==> src/rtl/u8d_pkg.sv <==
// Shared types and constants of the UTF-8 to UTF-32 decoder.
// No dependencies; every other file of the block but u8d_checker refers to it by scoped names.

package u8d_pkg;

  // Codes of the invalid-byte policy register.
  localparam logic [1:0] POL_ABORT   = 2'd0;
  localparam logic [1:0] POL_ESCAPE  = 2'd1;
  localparam logic [1:0] POL_REPLACE = 2'd2;
  localparam logic [1:0] POL_RESET   = POL_ESCAPE;

  // Sequence length announced by a byte; NEED_NONE marks a byte that cannot start one.
  localparam logic [2:0] NEED_NONE = 3'd0;
  localparam logic [2:0] NEED_ONE  = 3'd1;
  localparam logic [2:0] NEED_TWO  = 3'd2;
  localparam logic [2:0] NEED_THREE = 3'd3;
  localparam logic [2:0] NEED_FOUR = 3'd4;

  localparam int unsigned WinDepth = 5;

  localparam logic [20:0] CP_ESCAPE_BASE = 21'h00DC80;
  localparam logic [20:0] CP_REPLACEMENT = 21'h00FFFD;

  // One byte with its classification.
  typedef struct packed {
    logic [7:0] data;
    logic       cont;
    logic [2:0] need;
  } u8d_class_t;

  // One queued request: a classified byte and its end-of-text mark.
  typedef struct packed {
    u8d_class_t cls;
    logic       eot;
  } u8d_item_t;

  typedef struct packed {
    logic full;
    logic empty;
  } u8d_qstat_t;

  typedef struct packed {
    logic [20:0] code_point;
    logic        substituted;
    logic        aborted;
    logic        run_last;
    logic        text_end;
  } u8d_res_t;

endpackage

==> src/rtl/u8d_front.sv <==
// Input side of the decoder: takes byte requests and classifies each byte.
// Depends on u8d_pkg; feeds the request queue.

module u8d_front (
  input  logic                  in_valid_i,
  output logic                  in_ready_o,
  input  logic [7:0]            data_byte_i,
  input  logic                  end_of_text_i,
  input  u8d_pkg::u8d_qstat_t   qstat_i,
  output logic                  push_o,
  output u8d_pkg::u8d_item_t    item_o
);

  always_comb begin
    item_o.eot      = end_of_text_i;
    item_o.cls.data = data_byte_i;
    item_o.cls.cont = (data_byte_i[7:6] == 2'b10);
    priority if (data_byte_i[7] == 1'b0) begin
      item_o.cls.need = u8d_pkg::NEED_ONE;
    end else if (data_byte_i[7:5] == 3'b110) begin
      item_o.cls.need = u8d_pkg::NEED_TWO;
    end else if (data_byte_i[7:4] == 4'b1110) begin
      item_o.cls.need = u8d_pkg::NEED_THREE;
    end else if (data_byte_i[7:3] == 5'b11110) begin
      item_o.cls.need = u8d_pkg::NEED_FOUR;
    end else begin
      item_o.cls.need = u8d_pkg::NEED_NONE;
    end
  end

  assign in_ready_o = !qstat_i.full;
  assign push_o     = in_valid_i && !qstat_i.full;

endmodule

==> src/rtl/u8d_queue.sv <==
// Two-entry request queue between the classifying front and the decoding back.
// Depends on u8d_pkg for the request and status types.

module u8d_queue (
  input  logic                  clk_i,
  input  logic                  rst_ni,
  input  logic                  push_i,
  input  u8d_pkg::u8d_item_t    item_i,
  input  logic                  pop_i,
  output u8d_pkg::u8d_item_t    item_o,
  output u8d_pkg::u8d_qstat_t   qstat_o
);

  u8d_pkg::u8d_item_t slot_q [2];
  logic       wr_ptr_q, wr_ptr_d;
  logic       rd_ptr_q, rd_ptr_d;
  logic [1:0] fill_q, fill_d;

  always_comb begin
    wr_ptr_d = wr_ptr_q;
    rd_ptr_d = rd_ptr_q;
    fill_d   = fill_q;
    if (push_i) begin
      wr_ptr_d = !wr_ptr_q;
    end
    if (pop_i) begin
      rd_ptr_d = !rd_ptr_q;
    end
    if (push_i && !pop_i) begin
      fill_d = fill_q + 2'd1;
    end else if (pop_i && !push_i) begin
      fill_d = fill_q - 2'd1;
    end
  end

  always_ff @(posedge clk_i or negedge rst_ni) begin
    if (!rst_ni) begin
      wr_ptr_q <= 1'b0;
      rd_ptr_q <= 1'b0;
      fill_q   <= 2'd0;
    end else begin
      wr_ptr_q <= wr_ptr_d;
      rd_ptr_q <= rd_ptr_d;
      fill_q   <= fill_d;
    end
  end

  always_ff @(posedge clk_i) begin
    if (push_i) begin
      slot_q[wr_ptr_q] <= item_i;
    end
  end

  assign item_o        = slot_q[rd_ptr_q];
  assign qstat_o.full  = (fill_q == 2'd2);
  assign qstat_o.empty = (fill_q == 2'd0);

endmodule

==> src/rtl/u8d_back.sv <==
// Decoding side: byte window, sequence judgment, policy register and result output.
// Depends on u8d_pkg; pops requests from u8d_queue.

module u8d_back (
  input  logic                  clk_i,
  input  logic                  rst_ni,
  input  logic                  cfg_we_i,
  input  logic [1:0]            cfg_wdata_i,
  input  u8d_pkg::u8d_qstat_t   qstat_i,
  input  u8d_pkg::u8d_item_t    item_i,
  output logic                  pop_o,
  output logic                  out_valid_o,
  input  logic                  out_ready_i,
  output u8d_pkg::u8d_res_t     res_o
);

  typedef enum logic [1:0] {
    S_IDLE  = 2'b01,
    S_JUDGE = 2'b10
  } state_e;

  typedef enum logic [1:0] {
    V_WAIT,
    V_GOOD,
    V_BAD
  } verdict_e;

  state_e state_q, state_d;
  logic [1:0] policy_q;
  u8d_pkg::u8d_class_t win_q [u8d_pkg::WinDepth];
  u8d_pkg::u8d_class_t win_d [u8d_pkg::WinDepth];
  u8d_pkg::u8d_class_t win_shift [u8d_pkg::WinDepth];
  logic [2:0] cnt_q, cnt_d, cnt_shift;
  logic       fin_q, fin_d;
  logic       abort_q, abort_d;
  u8d_pkg::u8d_res_t pend_q, pend_d;
  logic       pend_valid_q, pend_valid_d;
  u8d_pkg::u8d_res_t out_q, out_d;
  logic       out_valid_q, out_valid_d;

  verdict_e    verdict;
  logic [20:0] cp_good;
  logic [2:0]  drop_len;
  logic        slot_free;

  // Judgment of the byte at the head of the window.
  always_comb begin
    u8d_pkg::u8d_class_t h;
    logic [2:0]  need;
    logic        cont_ok;
    logic        next_cont;
    logic [10:0] v2;
    logic [15:0] v3;
    logic [20:0] v4;
    h         = win_q[0];
    need      = h.need;
    cont_ok   = 1'b0;
    next_cont = 1'b0;
    v2 = {h.data[4:0], win_q[1].data[5:0]};
    v3 = {h.data[3:0], win_q[1].data[5:0], win_q[2].data[5:0]};
    v4 = {h.data[2:0], win_q[1].data[5:0], win_q[2].data[5:0], win_q[3].data[5:0]};
    verdict = V_BAD;
    cp_good = {13'd0, h.data};
    unique case (need)
      u8d_pkg::NEED_TWO: begin
        cont_ok   = win_q[1].cont;
        next_cont = win_q[2].cont;
      end
      u8d_pkg::NEED_THREE: begin
        cont_ok   = win_q[1].cont && win_q[2].cont;
        next_cont = win_q[3].cont;
      end
      u8d_pkg::NEED_FOUR: begin
        cont_ok   = win_q[1].cont && win_q[2].cont && win_q[3].cont;
        next_cont = win_q[4].cont;
      end
      default: begin
        cont_ok   = 1'b0;
        next_cont = 1'b0;
      end
    endcase
    priority if (need == u8d_pkg::NEED_ONE) begin
      verdict = V_GOOD;
    end else if (need == u8d_pkg::NEED_NONE) begin
      verdict = V_BAD;
    end else if (({1'b0, cnt_q} < ({1'b0, need} + 4'd1)) && !fin_q) begin
      verdict = V_WAIT;
    end else if (cnt_q < need) begin
      verdict = V_BAD;
    end else if (!cont_ok) begin
      verdict = V_BAD;
    end else if ((cnt_q > need) && next_cont) begin
      verdict = V_BAD;
    end else begin
      unique case (need)
        u8d_pkg::NEED_TWO: begin
          cp_good = {10'd0, v2};
          verdict = (v2 <= 11'd127) ? V_BAD : V_GOOD;
        end
        u8d_pkg::NEED_THREE: begin
          cp_good = {5'd0, v3};
          // Overlong forms and the surrogate range are both rejected.
          verdict = ((v3 <= 16'h07FF) || (v3 >= 16'hD800 && v3 <= 16'hDFFF)) ? V_BAD : V_GOOD;
        end
        default: begin
          cp_good = v4;
          verdict = (v4 <= 21'h00FFFF) ? V_BAD : V_GOOD;
        end
      endcase
    end
  end

  assign drop_len = (verdict == V_GOOD) ? win_q[0].need : u8d_pkg::NEED_ONE;

  // Window after the decided bytes leave the front.
  always_comb begin
    logic [3:0] idx;
    idx = 4'd0;
    for (int i = 0; i < u8d_pkg::WinDepth; i++) begin
      idx = 4'(i) + {1'b0, drop_len};
      win_shift[i] = win_q[i];
      if (idx < 4'(u8d_pkg::WinDepth)) begin
        win_shift[i] = win_q[idx[2:0]];
      end
    end
    cnt_shift = (drop_len >= cnt_q) ? 3'd0 : (cnt_q - drop_len);
  end

  assign slot_free = !out_valid_q || out_ready_i;

  always_comb begin
    state_d      = state_q;
    win_d        = win_q;
    cnt_d        = cnt_q;
    fin_d        = fin_q;
    abort_d      = abort_q;
    pend_d       = pend_q;
    pend_valid_d = pend_valid_q;
    out_d        = out_q;
    out_valid_d  = out_valid_q && !out_ready_i;
    pop_o        = 1'b0;

    unique case (state_q)
      S_IDLE: begin
        if (!qstat_i.empty) begin
          pop_o = 1'b1;
          if (abort_q) begin
            // Bytes after an abort are dropped up to the end of the text.
            if (item_i.eot) begin
              abort_d = 1'b0;
              cnt_d   = 3'd0;
            end
          end else begin
            win_d[cnt_q] = item_i.cls;
            cnt_d        = cnt_q + 3'd1;
            fin_d        = item_i.eot;
            state_d      = S_JUDGE;
          end
        end
      end
      S_JUDGE: begin
        if ((cnt_q != 3'd0) && (verdict != V_WAIT)) begin
          // The held result goes out only once the next one is known to exist.
          if (!pend_valid_q || slot_free) begin
            if (pend_valid_q) begin
              out_d          = pend_q;
              out_d.run_last = 1'b0;
              out_d.text_end = 1'b0;
              out_valid_d    = 1'b1;
            end
            pend_valid_d = 1'b1;
            pend_d.run_last = 1'b0;
            pend_d.text_end = 1'b0;
            pend_d.aborted  = 1'b0;
            if (verdict == V_GOOD) begin
              pend_d.code_point  = cp_good;
              pend_d.substituted = 1'b0;
              win_d = win_shift;
              cnt_d = cnt_shift;
            end else if (policy_q == u8d_pkg::POL_ABORT) begin
              pend_d.code_point  = 21'd0;
              pend_d.substituted = 1'b0;
              pend_d.aborted     = 1'b1;
              pend_d.text_end    = 1'b1;
              cnt_d   = 3'd0;
              abort_d = !fin_q;
            end else begin
              pend_d.code_point  = (policy_q == u8d_pkg::POL_ESCAPE) ?
                                   (u8d_pkg::CP_ESCAPE_BASE + {13'd0, win_q[0].data}) :
                                   u8d_pkg::CP_REPLACEMENT;
              pend_d.substituted = 1'b1;
              win_d = win_shift;
              cnt_d = cnt_shift;
            end
          end
        end else if (!pend_valid_q) begin
          state_d = S_IDLE;
          if (fin_q) begin
            cnt_d = 3'd0;
          end
        end else if (slot_free) begin
          out_d          = pend_q;
          out_d.run_last = 1'b1;
          out_d.text_end = pend_q.text_end || fin_q;
          out_valid_d    = 1'b1;
          pend_valid_d   = 1'b0;
          state_d        = S_IDLE;
          if (fin_q) begin
            cnt_d = 3'd0;
          end
        end
      end
      default: begin
        state_d = S_IDLE;
      end
    endcase
  end

  always_ff @(posedge clk_i or negedge rst_ni) begin
    if (!rst_ni) begin
      state_q      <= S_IDLE;
      policy_q     <= u8d_pkg::POL_RESET;
      cnt_q        <= 3'd0;
      fin_q        <= 1'b0;
      abort_q      <= 1'b0;
      pend_valid_q <= 1'b0;
      out_valid_q  <= 1'b0;
    end else begin
      state_q      <= state_d;
      if (cfg_we_i) begin
        policy_q <= cfg_wdata_i;
      end
      cnt_q        <= cnt_d;
      fin_q        <= fin_d;
      abort_q      <= abort_d;
      pend_valid_q <= pend_valid_d;
      out_valid_q  <= out_valid_d;
    end
  end

  always_ff @(posedge clk_i) begin
    win_q  <= win_d;
    pend_q <= pend_d;
    out_q  <= out_d;
  end

  assign out_valid_o = out_valid_q;
  assign res_o       = out_q;

endmodule

==> src/rtl/utf8_to_utf32_decoder.sv <==
// UTF-8 to UTF-32 stream decoder, top level.
// Depends on u8d_pkg, u8d_front, u8d_queue and u8d_back.
//
// Usage:
// The input channel (in_valid_i / in_ready_o) carries one byte of UTF-8 text per
// request, with end_of_text_i set on the last byte of a text. The output channel
// (out_valid_o / out_ready_i) carries decoded code points, substitutes for invalid
// bytes, or a single abort result, each with run_last_o and text_end_o marks.
// A byte request enters a two-entry queue and is classified on the way in; the
// decoding side pops one byte, then judges the head of its five-byte window once
// per cycle while the output is not stalled. Each result is held in a pending
// register until the next judgment or the closing step settles run_last_o, then
// passes to the output register. A popped byte goes through its judgments and a
// closing step before the next byte is popped. While the receiver stalls, the
// output register holds its result, the decoding side waits once a result is
// pending, and the queue takes up to two more bytes before in_ready_o drops.
// Reset empties the queue and the window, clears the abort state and sets the
// policy register to surrogate escape. cfg_we_i writes the policy from cfg_wdata_i
// and should only be used while the decoder is idle.

module utf8_to_utf32_decoder (
  input  logic        clk_i,
  input  logic        rst_ni,
  input  logic        cfg_we_i,
  input  logic [1:0]  cfg_wdata_i,
  input  logic        in_valid_i,
  output logic        in_ready_o,
  input  logic [7:0]  data_byte_i,
  input  logic        end_of_text_i,
  output logic        out_valid_o,
  input  logic        out_ready_i,
  output logic [20:0] code_point_o,
  output logic        substituted_o,
  output logic        aborted_o,
  output logic        run_last_o,
  output logic        text_end_o
);

  u8d_pkg::u8d_qstat_t qstat;
  u8d_pkg::u8d_item_t  push_item;
  u8d_pkg::u8d_item_t  pop_item;
  u8d_pkg::u8d_res_t   res;
  logic                push;
  logic                pop;

  u8d_front u_front (
    .in_valid_i    (in_valid_i),
    .in_ready_o    (in_ready_o),
    .data_byte_i   (data_byte_i),
    .end_of_text_i (end_of_text_i),
    .qstat_i       (qstat),
    .push_o        (push),
    .item_o        (push_item)
  );

  u8d_queue u_queue (
    .clk_i   (clk_i),
    .rst_ni  (rst_ni),
    .push_i  (push),
    .item_i  (push_item),
    .pop_i   (pop),
    .item_o  (pop_item),
    .qstat_o (qstat)
  );

  u8d_back u_back (
    .clk_i       (clk_i),
    .rst_ni      (rst_ni),
    .cfg_we_i    (cfg_we_i),
    .cfg_wdata_i (cfg_wdata_i),
    .qstat_i     (qstat),
    .item_i      (pop_item),
    .pop_o       (pop),
    .out_valid_o (out_valid_o),
    .out_ready_i (out_ready_i),
    .res_o       (res)
  );

  assign code_point_o  = res.code_point;
  assign substituted_o = res.substituted;
  assign aborted_o     = res.aborted;
  assign run_last_o    = res.run_last;
  assign text_end_o    = res.text_end;

endmodule

==> config.mk <==
export PLATFORM = sky130hd
export DESIGN_NAME = utf8_to_utf32_decoder
export DESIGN_NICKNAME = d
export VERILOG_FILES = /design/src/rtl/u8d_pkg.sv /design/src/rtl/u8d_front.sv /design/src/rtl/u8d_queue.sv /design/src/rtl/u8d_back.sv /design/src/rtl/utf8_to_utf32_decoder.sv
export SDC_FILE = /design/constraint.sdc
export NUM_CORES = 1
export LEC_CHECK = 0
export ABC_AREA = 1
export BUFFER_PORTS_ARGS = -buffer_cell sky130_fd_sc_hd__buf_2
export CAP_MARGIN = 20
export CELL_PAD_IN_SITES_DETAIL_PLACEMENT = 2
export CELL_PAD_IN_SITES_GLOBAL_PLACEMENT = 2
export CORE_ASPECT_RATIO = 1.4
export CORE_MARGIN = 5
export CORE_UTILIZATION = 38
export DETAILED_ROUTE_END_ITERATION = 7
export PLACE_DENSITY_LB_ADDON = 0.1
export SLEW_MARGIN = 20
export SYNTH_ARGS = -nofsm -noshare
export SYNTH_HDL_FRONTEND = slang
export SYNTH_SLANG_ARGS = --single-unit
export TNS_END_PERCENT = 10
==> constraint.sdc <==
create_clock -name clk_i -period 4.9 [get_ports clk_i]
set_clock_uncertainty 0.1 [all_clocks]
set_input_delay 0.245 -clock clk_i [delete_from_list [all_inputs] [get_ports clk_i]]
set_output_delay 0.245 -clock clk_i [all_outputs]
set_load 0.03 [all_outputs]
==> flow_summary.yaml, run 1 <==
run_status:
  status: "finished clean"
logic_synthesis:
  synth_top_area_share_pct: 44.38
  synthArstFlopShare_pct: 10.07
  synth_area_sq_um: 9066
  synth_flop_cell: "edfxtp_1"
  synthTopCellsByCount: "282 x nand2_1, 233 x nand3_1, 134 x edfxtp_1"
  ys_seq_area_share_pct: 48.55
  synthTopCellsByArea: "edfxtp_1 44%, nand3_1 13%, nand2_1 12%"
  synth.distinct_cells: 39
  syn_nets: 1182
  synthMuxAreaShare_pct: 0
  postSynthAreaPerCell_sq_um: 7.953
  synth_xor_area_share_pct: 0.3864
  synth_top_family_by_area: "simple AND/OR/NAND/NOR gates"
  synth_compound_area_share_pct: 9.398
  yosysWarnings: 0
  synth_edf_count: 134
  synth-adder-area-share_pct: 3.671
  synth_simple_gate_area_share_pct: 31.31
  yosysMostFrequentCell: "nand2_1"
  postSynthCellCount: 1140
  yosys.area.top_type: "edfxtp_1"
  ys_ff_latch: 149
sta:
  fmax_mhz: 222.3
  hold_violations: 0
  layout_setup_ws_ns: 0.4023
  rsz0062_at_grt: "false"
  fin_hold_ws_ns: 0.03437
  setup_viol: 0
  max_slew_margin_pct: 28.11
  setup_tns_ns: 0
  post-route-period-util_pct: 91.79
  worstMarginPinSlew_ns: 1.074
  slew_violations: 0
  period_minus_slack_ns: 4.498
setup_path:
  crit_end: "u_back.win_q[34]"
  timing.critical_path.required_ns: 5.11
  critical_path.max_fanout: 25
  setup.worst_path.start: "u_back.win_q[49]"
  cp.arrival_ns: 4.71
  crit-reg2reg-launch: "u_back.win_q[49]"
  rr_endpoint: "u_back.win_q[34]"
  reg2reg_depth: 19
  cp-start-kind: "flip-flop"
  path_class: "reg2reg"
  ff2ff_setup_slack_ns: 0.40
  endpoint_kind: "flip-flop"
finish:
  seq_area_sq_um: 4402
  nFillCells: 2748
  multi_input_area_sq_um: 4094
  design_area_sq_um: 10390
  diodes: 0
  fin_nets: 1233
  layout-drive-gt1-share_pct: 12.48
  area_growth_pct: 14.60
route:
  post_drt_wl_per_cell_um: 23.45
  drc: 0
  dr.pass1.iters: 4
  wl_um: 35450
  vias_per_cell: 5.693
  drt_iter0_drc: 361
  postRouteAntennaNets: 0
  vias: 8608
placed_design:
  io_buffers: 42
  place_area_sq_um: 9644
  detailedPlace.worstSlack_ns: 0.2591
  dp_hpwl_um: 25510
  gp_congestion: 0.8446
power:
  p_leak_nw: 4.415
  p_seq_share_pct: 33.0
  p_clk_share_pct: 18.5
  vdd_drop_max_uv: 315.1
  p_sw_mw: 3.249
  p_int_mw: 3.569
  combinationalPowerShare_pct: 48.5
  p_sw_share_pct: 47.65
  pwr_density_cell_nw_per_um2: 656.2
grt:
  grt_pass1_wl_um: 54470
  overflow: 0
  grt_max_degree: 38
  grt_pass1_vias: 9617
  grt_antenna_before_repair: 0
  grtUsageTotal_pct: 26.80
die:
  ios: 43
  start_util_pct: 38.22
  fp.dieW_um: 140.5
  core_sq_um: 23720
  dieArea_sq_um: 27090
  rows: 67
  dieHeight_um: 192.8
cts:
  cts-root-buf: "clkbuf_16"
  numCtsBuffers: 17
  cts_sinks: 149
  cts_tree: "yes"
  clkTransAtPathRegs_ns: 0.07
  htreeDepth: 4
  worstSkewPairLatency_ns: 0.45
  cts_buffer_depth: 2
flow_run:
  cap_viol_max_count: 0
hold_path:
  hold_path_depth: 4
  min_path_type: "in2reg"
-- worst min-delay path by stage --
stage                     start             endpoint  slack [ns]
floorplan                rst_ni       u_back.abort_q       -0.15
global route        out_ready_i   u_back.out_valid_o        0.07
global placement         rst_ni  u_back.pend_valid_q        0.10
finish              out_ready_i   u_back.out_valid_o        0.03
detailed placement       rst_ni  u_back.pend_valid_q        0.11
CTS                 out_ready_i   u_back.out_valid_o        0.02
-- power groups by stage --
| stage | registers, mW | clock network, mW | logic (mW) |
|---|---|---|---|
| floorplan | 2.19 | 0 | 2.06 |
| global placement | 2.26 | 0 | 3.11 |
| detailed placement | 2.27 | 0 | 3.22 |
| CTS | 2.25 | 1.28 | 3.28 |
| global route | 2.28 | 1.34 | 3.65 |
| finish | 2.25 | 1.26 | 3.31 |
-- timing repair --
item / in CTS / in global routing
setup buffers: 0 / 5
setup endpoints to repair: 0 / 32
hold buffers: 15 / 0
resized for setup: 0 / 5
endpoints found under the hold margin: 35 / 0
-- sequential cells by signal, summed over array words and instances (netlist names) --
| register | count |
|---|---|
| u_back.abort_q | 1 |
| u_back.cnt_q | 3 |
| u_back.fin_q | 1 |
| u_back.out_valid_o | 1 |
| u_back.pend_q | 23 |
| u_back.pend_valid_q | 1 |
| u_back.policy_q | 2 |
| u_back.res_o | 25 |
| u_back.state_q | 2 |
| u_back.win_q | 60 |
| u_queue.fill_q | 2 |
| u_queue.rd_ptr_q | 1 |
| u_queue.slot_q | 26 |
| u_queue.wr_ptr_q | 1 |
-- final cells by class --
cell class / count / area share (%)
multi-input cells: 841 / 39.40
well taps: 310 / 3.733
clock buffers: 18 / 4.131
inverters: 90 / 3.324
flip-flops and latches: 149 / 42.36
clock inverters: 12 / 1.048
repair buffers: 92 / 5.997
-- metrics by stage --
stage          utilization, %  instances  power [mW]
6_report                43.80       1512       6.818
5_1_grt                 43.80       1512       7.265
4_1_cts                 43.55       1507       6.805
3_5_place_dp            40.65       1462       5.489
3_3_place_gp            40.65       1462       5.365
2_1_floorplan               -       1140       4.245
-- worst max-delay path, stage by stage (launching register included) --
cell and delay, ns:
edfxtp_1 0.58, ha_1 0.23, ha_1 0.43, inv_1 0.32, nand2_1 0.14, nand2_1 0.06, nand2_1 0.07, nand3_1 0.11
nor2_2 0.18, nand3_2 0.15, nand2_2 0.15, buf_4 0.30, nand2_1 0.20, ha_1 0.35, buf_4 0.23, nor2_1 0.35
nand3_1 0.14, nand2_1 0.10, nand2_1 0.07, nand2_1 0.09
-- cells in the final DEF (no fill, tap or decap), types with 6 or more instances in the layout --
cell type,netlist,routed
nor2_2,4,7
edfxtp_1,134,134
nand2_1,282,282
or2_2,14,14
o21ai_0,100,100
dlygate4sd3_1,0,15
ha_1,25,23
nor2_1,101,97
nand3_1,233,233
buf_4,4,35
clkbuf_16,0,17
inv_2,6,6
buf_2,16,42
a21oi_1,36,36
dfrtp_1,13,13
inv_1,84,82
-- logic make-up (layout without fill, tap and decap cells) --
group                    Yosys count  after routing
XOR/XNOR                           4              4
flip-flops                       149            149
AND/OR/NAND/NOR                  651            651
buffers and inverters            150            212
AO/OA/AOI/OAI                    160            160
adder cells (fa/ha/maj)           26             26
-- per-layer routing --
layer / share of wire (%) / track usage (%)
met1: 36 / 26.36
met2: 54 / 52.06
met3: 3.0 / 3.768
met4: 6.6 / 16.70
met5: 0 / 0
Power figures use the tool's default switching activity.
==> run 2: changes to the inputs <==
--- a/config.mk
+++ b/config.mk
@@ -6,12 +6,12 @@
 export NUM_CORES = 1
 export LEC_CHECK = 0
 export ABC_AREA = 1
-export BUFFER_PORTS_ARGS = -buffer_cell sky130_fd_sc_hd__buf_2
+export BUFFER_PORTS_ARGS = -buffer_cell sky130_fd_sc_hd__clkbuf_2
 export CAP_MARGIN = 20
 export CELL_PAD_IN_SITES_DETAIL_PLACEMENT = 2
 export CELL_PAD_IN_SITES_GLOBAL_PLACEMENT = 2
 export CORE_ASPECT_RATIO = 1.4
-export CORE_MARGIN = 5
+export CORE_MARGIN = 2
 export CORE_UTILIZATION = 38
 export DETAILED_ROUTE_END_ITERATION = 7
 export PLACE_DENSITY_LB_ADDON = 0.1
==> flow_summary.yaml, run 2 (synthesized netlist as in run 1, its figures left out) <==
grt:
  grt_pass1_wl_um: 54830
  overflow: 0
  grtUsageTotal_pct: 29.28
  grt_pass1_vias: 9324
  grt_antenna_before_repair: 1
  grt_max_degree: 49
setup_path:
  rr_endpoint: "u_back.win_q[17]"
  reg2reg_depth: 22
  crit_end: "u_back.win_q[17]"
  ff2ff_setup_slack_ns: 0.38
  cp.arrival_ns: 4.62
  endpoint_kind: "flip-flop"
  path_class: "reg2reg"
  crit-reg2reg-launch: "u_back.win_q[50]"
  timing.critical_path.required_ns: 5.00
  critical_path.max_fanout: 17
  cp-start-kind: "flip-flop"
  setup.worst_path.start: "u_back.win_q[50]"
route:
  vias_per_cell: 5.739
  wl_um: 35650
  drc: 0
  drt_iter0_drc: 595
  postRouteAntennaNets: 0
  vias: 8608
  dr.pass1.iters: 5
  post_drt_wl_per_cell_um: 23.77
power:
  p_leak_nw: 4.412
  vdd_drop_max_uv: 337.8
  pwr_density_cell_nw_per_um2: 665.0
sta:
  fmax_mhz: 221.1
  max_slew_margin_pct: 30.83
  post-route-period-util_pct: 92.32
  rsz0062_at_grt: "false"
  slew_violations: 0
  setup_tns_ns: 0
  layout_setup_ws_ns: 0.3764
  setup_viol: 0
  period_minus_slack_ns: 4.524
  worstMarginPinSlew_ns: 1.036
  hold_violations: 0
finish:
  layout-drive-gt1-share_pct: 11.81
  fin_nets: 1223
  layout_commonest_cell: "nand2_1"
  area_growth_pct: 14.10
  diodes: 0
  regMostFlops: "u_back.win_q"
  layout_common_cells: "282 x nand2_1, 233 x nand3_1, 134 x edfxtp_1"
  largest_reg_flops: 60
  final_util_pct: 44.27
die:
  start_util_pct: 38.79
  ios: 43
  fp.dieW_um: 134.5
  rows: 66
  dieHeight_um: 186.8
  dieArea_sq_um: 25130
  core_sq_um: 23370
placed_design:
  dp_hpwl_um: 24550
  detailedPlace.worstSlack_ns: 0.4679
  io_buffers: 42
  gp_congestion: 0.8491
cts:
  cts_sinks: 149
  worstSkewPairLatency_ns: 0.45
  postCtsResizedCells: 0
  cts_tree: "yes"
  clkTransAtPathRegs_ns: 0.07
  htreeDepth: 4
  cts_buffer_depth: 2
  numCtsBuffers: 17
  cts-root-buf: "clkbuf_16"
flow_run:
  cap_viol_max_count: 0
run_status:
  status: "finished clean"
hold_path:
  min_path_type: "in2reg"
[run 2: changes by cell type in the layout (fill, tap and decap cells not counted), moves of 3 or more]
cell        before  now
clkinvlp_4       4    1
inv_8            0    4
buf_4           35   27
clkbuf_2         0   42
clkinv_2         4    1
buf_2           42    0
[run 2: cell type report]
cell class / count / area (sq um)
clock buffers: 17 / 425.4
clock inverters: 15 / 167.7
fillers: 2698 / 13030
inverters: 90 / 337.8
multi-input cells: 841 / 4086
flip-flops and latches: 149 / 4402
well taps: 306 / 382.9
repair buffers: 82 / 543.0
[run 2: where the power goes]
group	internal, mW	switching, mW	total [mW]
clock	0.724	0.630	1.35
sequential	1.93	0.319	2.25
combinational	0.906	2.37	3.27
total	3.56	3.32	6.88
[run 2: metrics by stage]
stage               std cells  hold slack [ns]  cell area [sq um]  power, mW
global route             1500           0.1225              10340      7.325
floorplan                1140          -0.1506               9066      4.245
detailed placement       1455           0.1146               9617      5.483
finish                   1500          0.04310              10340      6.879
global placement         1455           0.1151               9617      5.354
CTS                      1500          0.04517              10340      6.883
[run 2: worst max-delay path: stages (launching register included)]
cell,delay (ns)
edfxtp_1,0.50
inv_2,0.20
ha_1,0.43
inv_1,0.29
nand2_1,0.13
nand2_1,0.05
nand2_1,0.08
nand3_1,0.12
nor2_2,0.17
nand3_2,0.14
nand2_2,0.27
nand2_2,0.20
inv_2,0.12
buf_4,0.29
ha_1,0.24
ha_1,0.25
inv_1,0.08
nor2_1,0.07
buf_4,0.24
nand2_1,0.11
nand2_1,0.08
nand2_1,0.06
nand2_1,0.05
[run 2: layer usage]
metal / global-route usage (%) / vias up / wire length, um
li1: - / 3966 / -
met1: 32.23 / 4312 / 13550
met2: 54.02 / 231 / 18970
met3: 3.993 / 97 / 1286
met4: 14.98 / 2 / 1829
met5: 0 / - / 13
[run 2: worst min-delay path by stage]
stage	start	end	depth (start not counted)
floorplan	rst_ni	u_back.abort_q	0
global placement	rst_ni	u_back.pend_valid_q	1
finish	out_ready_i	u_back.out_valid_o	4
CTS	out_ready_i	u_back.out_valid_o	4
global route	out_ready_i	u_back.out_valid_o	4
detailed placement	rst_ni	u_back.out_valid_o	1
[run 2: what timing repair did]
action / 4_1_cts / 5_1_grt
hold buffers: 13 / 0
endpoints found under the hold margin: 35 / 0
setup buffers: 0 / 0
